[src/rtl/core/cdc_pkg.sv]
// ============================================================================
// cdc_pkg: shared definitions for the common distinct counter
// Command codes, the default table depth, and the command and status
// structures that join the controller and the datapath.
// ============================================================================
package cdc_pkg;

   localparam int CDC_TABLE_DEPTH = 64;
   localparam int CDC_COUNT_W     = 7;
   localparam int CDC_VALUE_W     = 32;

   typedef enum logic [1:0] {
      CMD_CLEAR = 2'd0,
      CMD_ADD   = 2'd1,
      CMD_PROBE = 2'd2
   } cdc_cmd_type;

   // Commands from the controller to the datapath.
   typedef struct packed {
      logic load;    // capture the incoming transaction
      logic scan;    // step the table scan
      logic commit;  // update the table and load the response register
   } cdc_ctrl_type;

   // Status from the datapath to the controller.
   typedef struct packed {
      logic needs_scan;  // incoming command is an add or a probe
      logic hit;         // the compare stage found the value this cycle
      logic scan_done;   // every valid entry was compared without a hit
      logic rsp_free;    // the response register can take a new result
   } cdc_stat_type;

endpackage

[src/rtl/core/common_distinct_counter.sv]
// ============================================================================
// common_distinct_counter: set intersection cardinality counter
// Counts the distinct values shared by an added sequence and a probed
// sequence, with one response transaction per request transaction.
// ============================================================================
// Each request transaction carries a command and a 32-bit value. A clear
// empties the table and zeroes the common count. An add stores the value
// unless it is already present (matched is set) or the table is full
// (table_full is set and the value is dropped). A probe looks the value up;
// the first probe to hit a stored entry marks it counted and raises the
// common count, later hits only set matched. The unused command code leaves
// the state alone. Every request produces exactly one response with the
// running common count (its low seven bits) and the two flags. The block
// works on one transaction at a time. A clear or the unused code goes
// from acceptance straight to the commit state. An add or a probe
// reads the value RAM one entry per cycle, in order, through a single
// comparator, and stops at the first hit or once every filled entry has
// been compared; on an empty table it reads nothing. A new request may be
// accepted while the previous response still waits on rsp_stall; the
// block only holds off committing the following result until that
// response is taken. The tables need no clearing pass after reset: the
// fill level marks which entries are valid, and each entry's counted
// flag is written whenever the entry is filled.
// ============================================================================
module common_distinct_counter
   import cdc_pkg::*;
#(
   parameter int TABLE_DEPTH = CDC_TABLE_DEPTH
) (
   input  logic                          clock,
   input  logic                          reset,
   input  logic                          req_valid,
   output logic                          req_stall,
   input  logic [1:0]                    req_command,
   input  logic signed [CDC_VALUE_W-1:0] req_value,
   output logic                          rsp_valid,
   input  logic                          rsp_stall,
   output logic [CDC_COUNT_W-1:0]        rsp_common_count,
   output logic                          rsp_matched,
   output logic                          rsp_table_full
);

   cdc_ctrl_type ctrl;
   cdc_stat_type stat;

   // The controller sequences accept, scan and commit.
   cdc_controller u_controller (
      .clock     (clock),
      .reset     (reset),
      .req_valid (req_valid),
      .req_stall (req_stall),
      .stat      (stat),
      .ctrl      (ctrl)
   );

   // The datapath owns the table RAMs, the scan counter and the response.
   cdc_datapath #(
      .TABLE_DEPTH (TABLE_DEPTH)
   ) u_datapath (
      .clock            (clock),
      .reset            (reset),
      .ctrl             (ctrl),
      .stat             (stat),
      .req_command      (req_command),
      .req_value        (req_value),
      .rsp_valid        (rsp_valid),
      .rsp_stall        (rsp_stall),
      .rsp_common_count (rsp_common_count),
      .rsp_matched      (rsp_matched),
      .rsp_table_full   (rsp_table_full)
   );

endmodule

[src/rtl/core/cdc_ram.sv]
// ============================================================================
// cdc_ram: generic single-port-write, single-port-read RAM
// One write and one read per cycle; the read data is registered.
// ============================================================================
module cdc_ram #(
   parameter int WIDTH = 32,
   parameter int DEPTH = 64
) (
   input  logic                     clock,
   input  logic                     wr_en,
   input  logic [$clog2(DEPTH)-1:0] wr_addr,
   input  logic [WIDTH-1:0]         wr_data,
   input  logic                     rd_en,
   input  logic [$clog2(DEPTH)-1:0] rd_addr,
   output logic [WIDTH-1:0]         rd_data
);

   logic [WIDTH-1:0] mem_ff [DEPTH];
   logic [WIDTH-1:0] rd_data_ff;

   always_ff @(posedge clock) begin
      if (wr_en) begin
         mem_ff[wr_addr] <= wr_data;
      end
      if (rd_en) begin
         rd_data_ff <= mem_ff[rd_addr];
      end
   end

   assign rd_data = rd_data_ff;

endmodule

[src/rtl/core/cdc_controller.sv]
// ============================================================================
// cdc_controller: sequencing state machine
// Accepts one transaction, steps the table scan when the command needs it,
// and commits the result once the response register is free.
// ============================================================================
module cdc_controller
   import cdc_pkg::*;
(
   input  logic         clock,
   input  logic         reset,
   input  logic         req_valid,
   output logic         req_stall,
   input  cdc_stat_type stat,
   output cdc_ctrl_type ctrl
);

   typedef enum logic [2:0] {
      ST_IDLE   = 3'b001,
      ST_SCAN   = 3'b010,
      ST_COMMIT = 3'b100
   } state_type;

   state_type state_ff;
   state_type state_in;

   always_comb begin
      state_in    = state_ff;
      ctrl.load   = 1'b0;
      ctrl.scan   = 1'b0;
      ctrl.commit = 1'b0;
      case (state_ff)
         ST_IDLE: begin
            if (req_valid) begin
               ctrl.load = 1'b1;
               state_in  = stat.needs_scan ? ST_SCAN : ST_COMMIT;
            end
         end
         ST_SCAN: begin
            ctrl.scan = 1'b1;
            if (stat.hit || stat.scan_done) begin
               state_in = ST_COMMIT;
            end
         end
         ST_COMMIT: begin
            if (stat.rsp_free) begin
               ctrl.commit = 1'b1;
               state_in    = ST_IDLE;
            end
         end
         default: begin
            state_in = ST_IDLE;
         end
      endcase
   end

   always_ff @(posedge clock) begin
      if (reset) begin
         state_ff <= ST_IDLE;
      end else begin
         state_ff <= state_in;
      end
   end

   assign req_stall = (state_ff != ST_IDLE);

   // A result is never committed over one that is still waiting.
   a_commit_when_free: assert property (@(posedge clock) disable iff (reset)
      ctrl.commit |-> stat.rsp_free)
      else $error("commit issued while the response register was busy");

   // A loaded transaction always leaves the idle state on the next cycle.
   a_load_leaves_idle: assert property (@(posedge clock) disable iff (reset)
      ctrl.load |=> (state_ff != ST_IDLE))
      else $error("controller stayed idle after accepting a transaction");

endmodule

[src/rtl/core/cdc_datapath.sv]
// ============================================================================
// cdc_datapath: table storage, scan compare and result registers
// Holds the stored values and counted flags in RAM, scans entries one per
// cycle, applies the table update and drives the response register.
// ============================================================================
module cdc_datapath
   import cdc_pkg::*;
#(
   parameter int TABLE_DEPTH = CDC_TABLE_DEPTH
) (
   input  logic                          clock,
   input  logic                          reset,
   input  cdc_ctrl_type                  ctrl,
   output cdc_stat_type                  stat,
   input  logic [1:0]                    req_command,
   input  logic signed [CDC_VALUE_W-1:0] req_value,
   output logic                          rsp_valid,
   input  logic                          rsp_stall,
   output logic [CDC_COUNT_W-1:0]        rsp_common_count,
   output logic                          rsp_matched,
   output logic                          rsp_table_full
);

   localparam int AW = $clog2(TABLE_DEPTH);
   localparam int FW = $clog2(TABLE_DEPTH + 1);

   logic [1:0]             cmd_ff;
   logic [CDC_VALUE_W-1:0] value_ff;
   logic [FW-1:0]          fill_ff, fill_in;
   logic [FW-1:0]          total_ff, total_in;
   logic [FW-1:0]          idx_ff;
   logic                   pend_ff;
   logic [AW-1:0]          pend_addr_ff;
   logic                   hit_ff;
   logic                   hit_counted_ff;
   logic [AW-1:0]          hit_addr_ff;
   logic                   rsp_valid_ff;
   logic [CDC_COUNT_W-1:0] rsp_count_ff;
   logic                   rsp_matched_ff;
   logic                   rsp_full_ff;

   logic                   issue;
   logic                   hit_now;
   logic                   is_full;
   logic                   matched_in;
   logic                   full_in;
   logic                   val_we;
   logic                   cnt_we;
   logic [AW-1:0]          cnt_addr;
   logic                   cnt_data;
   logic [CDC_VALUE_W-1:0] rd_value;
   logic [0:0]             rd_counted;
   logic [FW+CDC_COUNT_W-1:0] total_ext;

   cdc_ram #(
      .WIDTH (CDC_VALUE_W),
      .DEPTH (TABLE_DEPTH)
   ) u_value_ram (
      .clock   (clock),
      .wr_en   (val_we),
      .wr_addr (fill_ff[AW-1:0]),
      .wr_data (value_ff),
      .rd_en   (issue),
      .rd_addr (idx_ff[AW-1:0]),
      .rd_data (rd_value)
   );

   cdc_ram #(
      .WIDTH (1),
      .DEPTH (TABLE_DEPTH)
   ) u_counted_ram (
      .clock   (clock),
      .wr_en   (cnt_we),
      .wr_addr (cnt_addr),
      .wr_data (cnt_data),
      .rd_en   (issue),
      .rd_addr (idx_ff[AW-1:0]),
      .rd_data (rd_counted)
   );

   assign issue   = ctrl.scan && (idx_ff < fill_ff);
   assign hit_now = pend_ff && (rd_value == value_ff);
   assign is_full = (fill_ff == FW'(TABLE_DEPTH));

   assign stat.needs_scan = (req_command == CMD_ADD) || (req_command == CMD_PROBE);
   assign stat.hit        = hit_now;
   assign stat.scan_done  = !(idx_ff < fill_ff) && !pend_ff;
   assign stat.rsp_free   = !rsp_valid_ff || !rsp_stall;

   // Table update, applied only on commit.
   always_comb begin
      fill_in    = fill_ff;
      total_in   = total_ff;
      matched_in = 1'b0;
      full_in    = 1'b0;
      val_we     = 1'b0;
      cnt_we     = 1'b0;
      cnt_addr   = fill_ff[AW-1:0];
      cnt_data   = 1'b0;
      if (ctrl.commit) begin
         case (cmd_ff)
            CMD_CLEAR: begin
               fill_in  = '0;
               total_in = '0;
            end
            CMD_ADD: begin
               matched_in = hit_ff;
               if (!hit_ff && is_full) begin
                  full_in = 1'b1;
               end else if (!hit_ff) begin
                  val_we  = 1'b1;
                  cnt_we  = 1'b1;
                  fill_in = fill_ff + FW'(1);
               end
            end
            CMD_PROBE: begin
               matched_in = hit_ff;
               if (hit_ff && !hit_counted_ff) begin
                  cnt_we   = 1'b1;
                  cnt_addr = hit_addr_ff;
                  cnt_data = 1'b1;
                  total_in = total_ff + FW'(1);
               end
            end
            default: begin
            end
         endcase
      end
   end

   assign total_ext = {{CDC_COUNT_W{1'b0}}, total_in};

   always_ff @(posedge clock) begin
      if (reset) begin
         fill_ff      <= '0;
         total_ff     <= '0;
         idx_ff       <= '0;
         pend_ff      <= 1'b0;
         hit_ff       <= 1'b0;
         rsp_valid_ff <= 1'b0;
      end else begin
         fill_ff  <= fill_in;
         total_ff <= total_in;
         if (ctrl.load) begin
            idx_ff  <= '0;
            pend_ff <= 1'b0;
            hit_ff  <= 1'b0;
         end else begin
            pend_ff <= issue;
            if (issue) begin
               idx_ff <= idx_ff + FW'(1);
            end
            if (ctrl.scan && hit_now) begin
               hit_ff <= 1'b1;
            end
         end
         if (ctrl.commit) begin
            rsp_valid_ff <= 1'b1;
         end else if (!rsp_stall) begin
            rsp_valid_ff <= 1'b0;
         end
      end
   end

   always_ff @(posedge clock) begin
      if (ctrl.load) begin
         cmd_ff   <= req_command;
         value_ff <= req_value;
      end
      if (issue) begin
         pend_addr_ff <= idx_ff[AW-1:0];
      end
      if (ctrl.scan && hit_now) begin
         hit_addr_ff    <= pend_addr_ff;
         hit_counted_ff <= rd_counted[0];
      end
      if (ctrl.commit) begin
         rsp_count_ff   <= total_ext[CDC_COUNT_W-1:0];
         rsp_matched_ff <= matched_in;
         rsp_full_ff    <= full_in;
      end
   end

   assign rsp_valid        = rsp_valid_ff;
   assign rsp_common_count = rsp_count_ff;
   assign rsp_matched      = rsp_matched_ff;
   assign rsp_table_full   = rsp_full_ff;

   a_fill_bounded: assert property (@(posedge clock) disable iff (reset)
      fill_ff <= FW'(TABLE_DEPTH))
      else $error("fill level ran past the table depth");

   a_total_le_fill: assert property (@(posedge clock) disable iff (reset)
      total_ff <= fill_ff)
      else $error("common total exceeds the number of stored entries");

   a_commit_shows: assert property (@(posedge clock) disable iff (reset)
      ctrl.commit |=> rsp_valid_ff)
      else $error("committed result did not reach the response register");

   a_pend_from_scan: assert property (@(posedge clock) disable iff (reset)
      pend_ff |-> $past(ctrl.scan))
      else $error("compare stage active without a scan read");

endmodule

[config.mk]
export PLATFORM = sky130hd
export DESIGN_NAME = common_distinct_counter
export DESIGN_NICKNAME = d
export VERILOG_FILES = /design/src/rtl/core/cdc_pkg.sv /design/src/rtl/core/common_distinct_counter.sv /design/src/rtl/core/cdc_ram.sv /design/src/rtl/core/cdc_controller.sv /design/src/rtl/core/cdc_datapath.sv
export SDC_FILE = /design/constraint.sdc
export NUM_CORES = 2
export LEC_CHECK = 0
export ABC_AREA = 0
export ABC_CLOCK_PERIOD_IN_PS = 5000
export BUFFER_PORTS_ARGS = -buffer_cell sky130_fd_sc_hd__clkbuf_2
export CORE_MARGIN = 2
export CORE_UTILIZATION = 57
export DETAILED_ROUTE_END_ITERATION = 12
export PLACE_DENSITY_LB_ADDON = 0.3
export SLEW_MARGIN = 25
export SYNTH_ARGS = -nofsm -noshare
export SYNTH_HDL_FRONTEND = slang
export SYNTH_SLANG_ARGS = --single-unit
[constraint.sdc]
create_clock -name clock -period 5 [get_ports clock]
set_input_delay 0.5 -clock clock [delete_from_list [all_inputs] [get_ports clock]]
set_output_delay 0.5 -clock clock [all_outputs]
set_load 0.05 [all_outputs]
# Word-level counts from Yosys, hierarchy flattened
# Memories as Yosys holds them, arrays and structs flattened. A register that Yosys moved wholly into a read port is not among the register bits.
# Index checks and enable logic that the tools add are counted.
# op_classes
reduce_logical,21
n_addsub,3
magnitude_cmp,1
mux,35
n_eq_ne,16
# op_table
cell,n
equality test 32 bit,1
two-way mux 7 bit,4
one-hot mux 7 bit (2 select lines),2
adder 7 x 1 -> 7 bit (second input constant),3
two-way mux 1 bit,20
two-way mux 6 bit,3
two-way mux 3 bit,4
one-hot mux 3 bit (3 select lines),1
inequality test 2 bit (second input constant),4
equality test 7 bit (second input constant),1
less-than comparator 7 bit,1
logical AND 1 bit,6
zero test 1 bit,6
equality test 2 x 1 -> 1 bit (second input constant),2
equality test 2 bit (second input constant),2
inequality test 2 x 1 -> 1 bit (second input constant),2
AND reduction 4 bit,1
OR reduction 2 bit,2
equality test 3 x 1 -> 1 bit (second input constant),1
equality test 3 x 2 -> 1 bit (second input constant),1
equality test 3 bit (second input constant),1
logical OR 1 bit,3
inequality test 3 x 1 -> 1 bit (second input constant),1
AND reduction 3 bit,1
3 further kinds,3
# word_totals
input_bits,38
elab_cells,93
ff_bits,83
mem_count,2
ram_bits,2112
out_inout_bits,11
# memory_table
name,words,word_bits,read_ports,rd_clocked_by_memory_dff,write_ports,line_no,rtl
u_datapath.u_value_ram.mem_ff,64,32,1,1,1,cdc_ram.sv:18,logic [WIDTH-1:0] mem_ff [DEPTH];
u_datapath.u_counted_ram.mem_ff,64,1,1,1,1,cdc_ram.sv:18,

# Logic depth before layout (Yosys ltp)
# depth
word_depth,7
ltp_mapped,12
ltp_nobuf,8

# By module
# A second synthesis with hierarchy kept.
# unflattened
hier_cells,3835
hier_area_um2,85537.0
# by_module_without_submodules
module,cells_per_inst,area_per_inst_um2,n_inst,seq_area_each_um2
cdc_ram at u_datapath.u_value_ram,3324,78835.6,1,62459.9
cdc_datapath,289,3603.5,1,2162.1
cdc_ram at u_datapath.u_counted_ram,204,2924.1,1,1951.9
cdc_controller,18,173.9,1,60.1

# Least setup slack after synthesis
# OpenSTA, ideal clock, no wires.
# synth_path
kind,flip-flop to flip-flop
startpoint,register u_datapath.fill_ff[2]
endpoint,register u_datapath.idx_ff[5]
path_buffers,1
setup_ns,0.125
path_stages_with_launch,10
synth_period_minus_slack_ns,3.874
required_ns,4.875
setup_slack_ns,1.126
t_arrival_ns,3.749
cell_sequence,dfxtp_1 clkbuf_1 inv_1 ha_1 a21oi_1 o21ai_0 a211oi_2 nand4_1 xnor2_1 nor2_1
# synth_between
elab_chain_cells,2
# synth_lines
item,line_no,rtl
start: declaration,cdc_datapath.sv:29,"logic [FW-1:0] fill_ff, fill_in;"
start signal: assignment,cdc_datapath.sv:142,fill_ff <= fill_in;
less-than comparator 7 bit,cdc_datapath.sv:81,assign issue = ctrl.scan && (idx_ff < fill_ff);
logical AND 1 bit,cdc_datapath.sv:81,
via u_datapath.issue,cdc_datapath.sv:42,logic issue;
end signal: assignment,cdc_datapath.sv:151,idx_ff <= idx_ff + FW'(1);
end: declaration,cdc_datapath.sv:31,logic [FW-1:0] idx_ff;
# The timed path passes the listed nets, and every way through them passes these cells.
# A chain may end at the register's enable or synchronous reset.

# Worst setup path after layout
# layout_path
startpoint,register u_datapath.fill_ff[3]
endpoint,memory u_datapath.u_value_ram.mem_ff[34][27] (enable)
# layout_between
elab_chain_cells,7
# layout_lines
item,line_no,rtl
equality test 7 bit,cdc_datapath.sv:83,assign is_full = (fill_ff == FW'(TABLE_DEPTH));
logical AND 1 bit,cdc_datapath.sv:108,if (!hit_ff && is_full) begin
two-way mux 1 bit,cdc_datapath.sv:108,
two-way mux 1 bit,cdc_datapath.sv:101,case (cmd_ff)
two-way mux 1 bit,cdc_datapath.sv:100,if (ctrl.commit) begin
two-way mux 1 bit,cdc_ram.sv:22,if (wr_en) begin
two-way mux 1 bit (not written as such),cdc_ram.sv:23,mem_ff[wr_addr] <= wr_data;
end: declaration,cdc_ram.sv:18,
# Several ways; a longest one is shown, not always the timed one.

==> summary.md <==
| Metric | Value |
|---|---|
| Initial antenna violation count | 5 |
| Port Buf Inserts | 48 |
| CP cell instances | or3_1 > o311ai_2 > nor3_1 > nand2_1 > buf_4 > nor2_4 > buf_4 |
| Row count | 142 |
| Syn_area_per_cell | ~22 µm² |
| Startpoint Class | flop |
| Final setup TNS | 0 ns |
| Fmax | 230 MHz |
| DRC viols | 0 |
| Largest net degree at the start of global routing | ~100 |
| CTS tree | built |
| Worst R2R Path Depth | 7 |
| Cell count after synthesis | 3849 |
| Crit-path most repeated cell | buf_4 |
| Leak pwr | 29.3 nW |
| Die Y | around 390 µm |
| Final period util | 87.1% |
| Post-CTS sizing | 0 |
| Hold Path Class | input port to flop |
| Vias in the first global route | 41400 |
| Slew Limit Headroom | 18.2% |
| Post-DP Area | 89600 µm² |
| Worst reg2reg path endpoint | u_datapath.u_value_ram.mem_ff[34][27] |
| Clk pin slew, worst setup/hold paths | 0.06 ns |
| Grt ovf | 0 |
| Worst Path Max Fanout | 21 |
| Util after Layout | 64.9% |
| Syn. warnings | 0 |
| Worst path max stage delay | 0.79 ns |
| Highest ir drop seen on vdd | between 0.3 and 0.4 mV |
| Pwr Density | roughly 400 nW/µm² |
| Sequential area share after synthesis | 77.6% |
| DIE WIDTH | 392 µm |
| Largest area contributor in the netlist | edfxtp_1 |
| Initial DRC count | 5723 |
| Top-area cell type share of the netlist area | 77.0% |
| CTS max path bufs | 3 |
| Min-Delay Path Depth | 2 |
| R2r startpoint | u_datapath.fill_ff[3] |
| Critical Path RT | between 5 and 6 ns |
| Global-route wire length before repair | 301 mm |
| NumNets Final | 4182 |
| Post-Route Skew | about 0.03 ns |
| Share of post-route cells with drive strength above 1 | 28.5% |
| Vias/cell | 6.60 |
| Mapped Area | between 80000 and 90000 µm² |
| CP delay by family, top | simple AND/OR/NAND/NOR gates |
| Slowest library cell on the worst path | or3_1 |
| Slew Viols, Final | 0 |
| Synth async-reset ratio | 0% |
| Syn Nets | 3900 |
| Final WL | 211 mm |
| Antenna diodes | 0 |
| Synth cell types | 52 |
| Final setup violation count | 0 |
| Crit Path Category | flop to flop |
| Top-Level Pins | 49 |
| H-tree levels | 4 |
| Worst-Margin Slew | between 1 and 1.5 ns |
| DR pass1 iterations | 6 |
| Post-CTS Hold Buffers | 38 |
| Wire per inst | 33.3 µm |
| Die area | about 150000 µm² |
| Core outline area | around 150000 µm² |
| Final min period | 4.35 ns |
| Skew-Pair Late Insertion Delay | 0.86 ns |
| Max-cap check violation count | 0 |
| Most used flip-flop cell after synthesis | edfxtp_1 |
| Post-route design area | 97200 µm² |
| Final hold viol count | 0 |
| Arr. time, crit path | 4.89 ns |
| Setup slack, reg-to-reg | approximately 0.65 ns |
| Via count | 41800 |
| Post-DP HPWL | 123 mm |
| Total GRT Usage | around 28% |
| Status | finished clean |
| Area grow syn2layout | 13.2% |
| Number of synthesized flops with an enable pin | 2201 |
| RSZ-0062 raised after global routing | no |
| CP Buf/Inv Count | 2 |
| Ranking of synthesized cells by area | edfxtp_1 77%, mux4_2 15%, mux2i_1 1.1%, nor2_1 0.77%, dfxtp_1 0.63% |
| Crit. End Element | flop |
| Clock sink total | roughly 2200 |
| Starting Density | 57.3% |
| WHS Endpoint | u_datapath.value_ff[11] |
| # fillers | 9466 |
| ANT nets after route | 0 |
| Min-delay src | req_value[11] |
| Clk root buf | clkbuf_16 |
| Synthesis-stage register bit count | 2228 |
| Placer Congestion | between 0.9 and 1 |
| Footprint of the multi-input gates | ~19000 µm² |
| Post-CTS Setup Bufs | 0 |
| Flip-flop and latch area | 66700 µm² |
| Num CTS Buffers | 213 |
cell usage after synthesis, types with 3 or more instances:
cell type / instances
a221oi_1: 12
o22ai_1: 11
clkbuf_1: 63
or3_1: 4
a31o_2: 6
or2_2: 3
and3_1: 3
nand3_1: 37
and2_1: 4
a211oi_1: 52
nand2b_1: 9
nand4_1: 8
o21ai_1: 5
buf_1: 16
dfxtp_1: 27
nor4_1: 10
a21oi_1: 77
buf_2: 66
inv_1: 18
buf_4: 34
nor2b_1: 54
xnor2_1: 8
nor3_1: 18
xor2_1: 35
nor2_1: 177
a22o_1: 3
a31oi_1: 7
nor3b_1: 3
mux2_2: 6
a22oi_1: 18
buf_6: 15
mux4_2: 577
or3b_2: 3
o221a_2: 6
ha_1: 13
mux2i_1: 92
o21ai_0: 45
nand2_1: 87
edfxtp_1: 2201
how the worst max path moves through the flow:
stage / startpoint / end / slack, ns / cells past startpoint
floorplan: u_datapath.fill_ff[2] / u_datapath.idx_ff[5] / 1.13 / 9
global placement: u_datapath.fill_ff[3] / u_datapath.u_value_ram.mem_ff[34][27] / 0.89 / 7
detailed placement: u_datapath.fill_ff[3] / u_datapath.u_value_ram.mem_ff[34][27] / 0.80 / 7
CTS: u_datapath.fill_ff[3] / u_datapath.u_value_ram.mem_ff[34][15] / 0.77 / 7
global route: u_datapath.fill_ff[3] / u_datapath.u_value_ram.mem_ff[34][15] / 0.47 / 7
finish: u_datapath.fill_ff[3] / u_datapath.u_value_ram.mem_ff[34][27] / 0.65 / 7
layout make-up:
type	instances	area share, %
Clock buffer	239	5.63
Clock inverter	160	1.78
Inverter	18	0.0695
Multi-Input combinational cell	1409	19.1
Sequential cell	2228	68.6
Tap cell	2016	2.60
Timing Repair Buffer	261	2.22
power breakdown:
| part | switching, W | total (W) | internal, W |
|---|---|---|---|
| Clock | 0.00698 | 0.0165 | 0.00950 |
| Sequential | 0.000125 | 0.0213 | 0.0211 |
| Combinational | 0.00109 | 0.00124 | 0.000148 |
cells by family after synthesis:
kind of cell / synth area share [%]
compound gates: 1.91
xor+xnor: 0.439
fa+ha+maj: 0.189
buf+inv: 1.30
flops: 77.6
mux: 16.3
simple gates: 2.26
registers in the layout (all words and copies together), names as in the netlist, 2 cells and up:
| signal | cells |
|---|---|
| u_datapath.cmd_ff | 2 |
| u_datapath.u_counted_ram.mem_ff | 64 |
| u_datapath.u_value_ram.mem_ff | 2048 |
| u_controller.state_ff | 3 |
| u_datapath.fill_ff | 7 |
| u_datapath.hit_addr_ff | 6 |
| u_datapath.u_value_ram.rd_data | 32 |
| u_datapath.idx_ff | 7 |
| u_datapath.value_ff | 32 |
| u_datapath.total_ff | 7 |
| u_datapath.pend_addr_ff | 6 |
| u_datapath.rsp_common_count | 7 |
stage by stage:
| stage | power [W] | hold slack [ns] | setup WS (ns) | std cells |
|---|---|---|---|---|
| floorplan | 0.0221 | 0.400 | 1.13 | 3849 |
| global placement | 0.0228 | 0.400 | 0.893 | 5892 |
| detailed placement | 0.0229 | 0.405 | 0.804 | 5894 |
| CTS | 0.0392 | 0.297 | 0.772 | 6331 |
| global route | 0.0399 | 0.336 | 0.474 | 6331 |
| finish | 0.0390 | 0.355 | 0.646 | 6331 |
routing by layer:
metal / vias up / share of wire (%) / global-route usage [%] / wire, µm
met4: 2 / 4.2 / 11.3 / 8860
met5: - / 0.0033 / 0 / 7
met3: 370 / 9.8 / 6.37 / 20700
met2: 2449 / 49 / 44.3 / 104000
li1: 16800 / - / - / -
met1: 22200 / 37 / 38.4 / 77800
layout by cell type (no fill, tap or decap), types with 6 or more instances in the layout:
cell type         n
mux2_2            6
clkinv_2         55
clkinv_8          6
nor2_4           64
a31oi_1           7
inv_1            16
bufinv_16        31
xnor2_1           8
a31o_2            6
a21oi_1          77
nor2b_1          54
clkinv_1         46
mux4_2          577
o22ai_1          11
clkbuf_2         48
a221oi_1         12
nor4_1           10
clkbuf_1         24
nand4_1           8
dlygate4sd3_1    38
buf_12           18
buf_4           157
a211oi_1         52
clkinvlp_4        8
nor2_1          112
xor2_1           35
o221a_2           6
nand2b_1          9
edfxtp_1       2201
a22oi_1          18
clkbuf_16       215
nor3_1           18
mux2i_1          92
nand3_1          37
nand2_1          86
dfxtp_1          22
ha_1             13
o21ai_0          45
No activity file was read; power rests on OpenSTA's default activity.
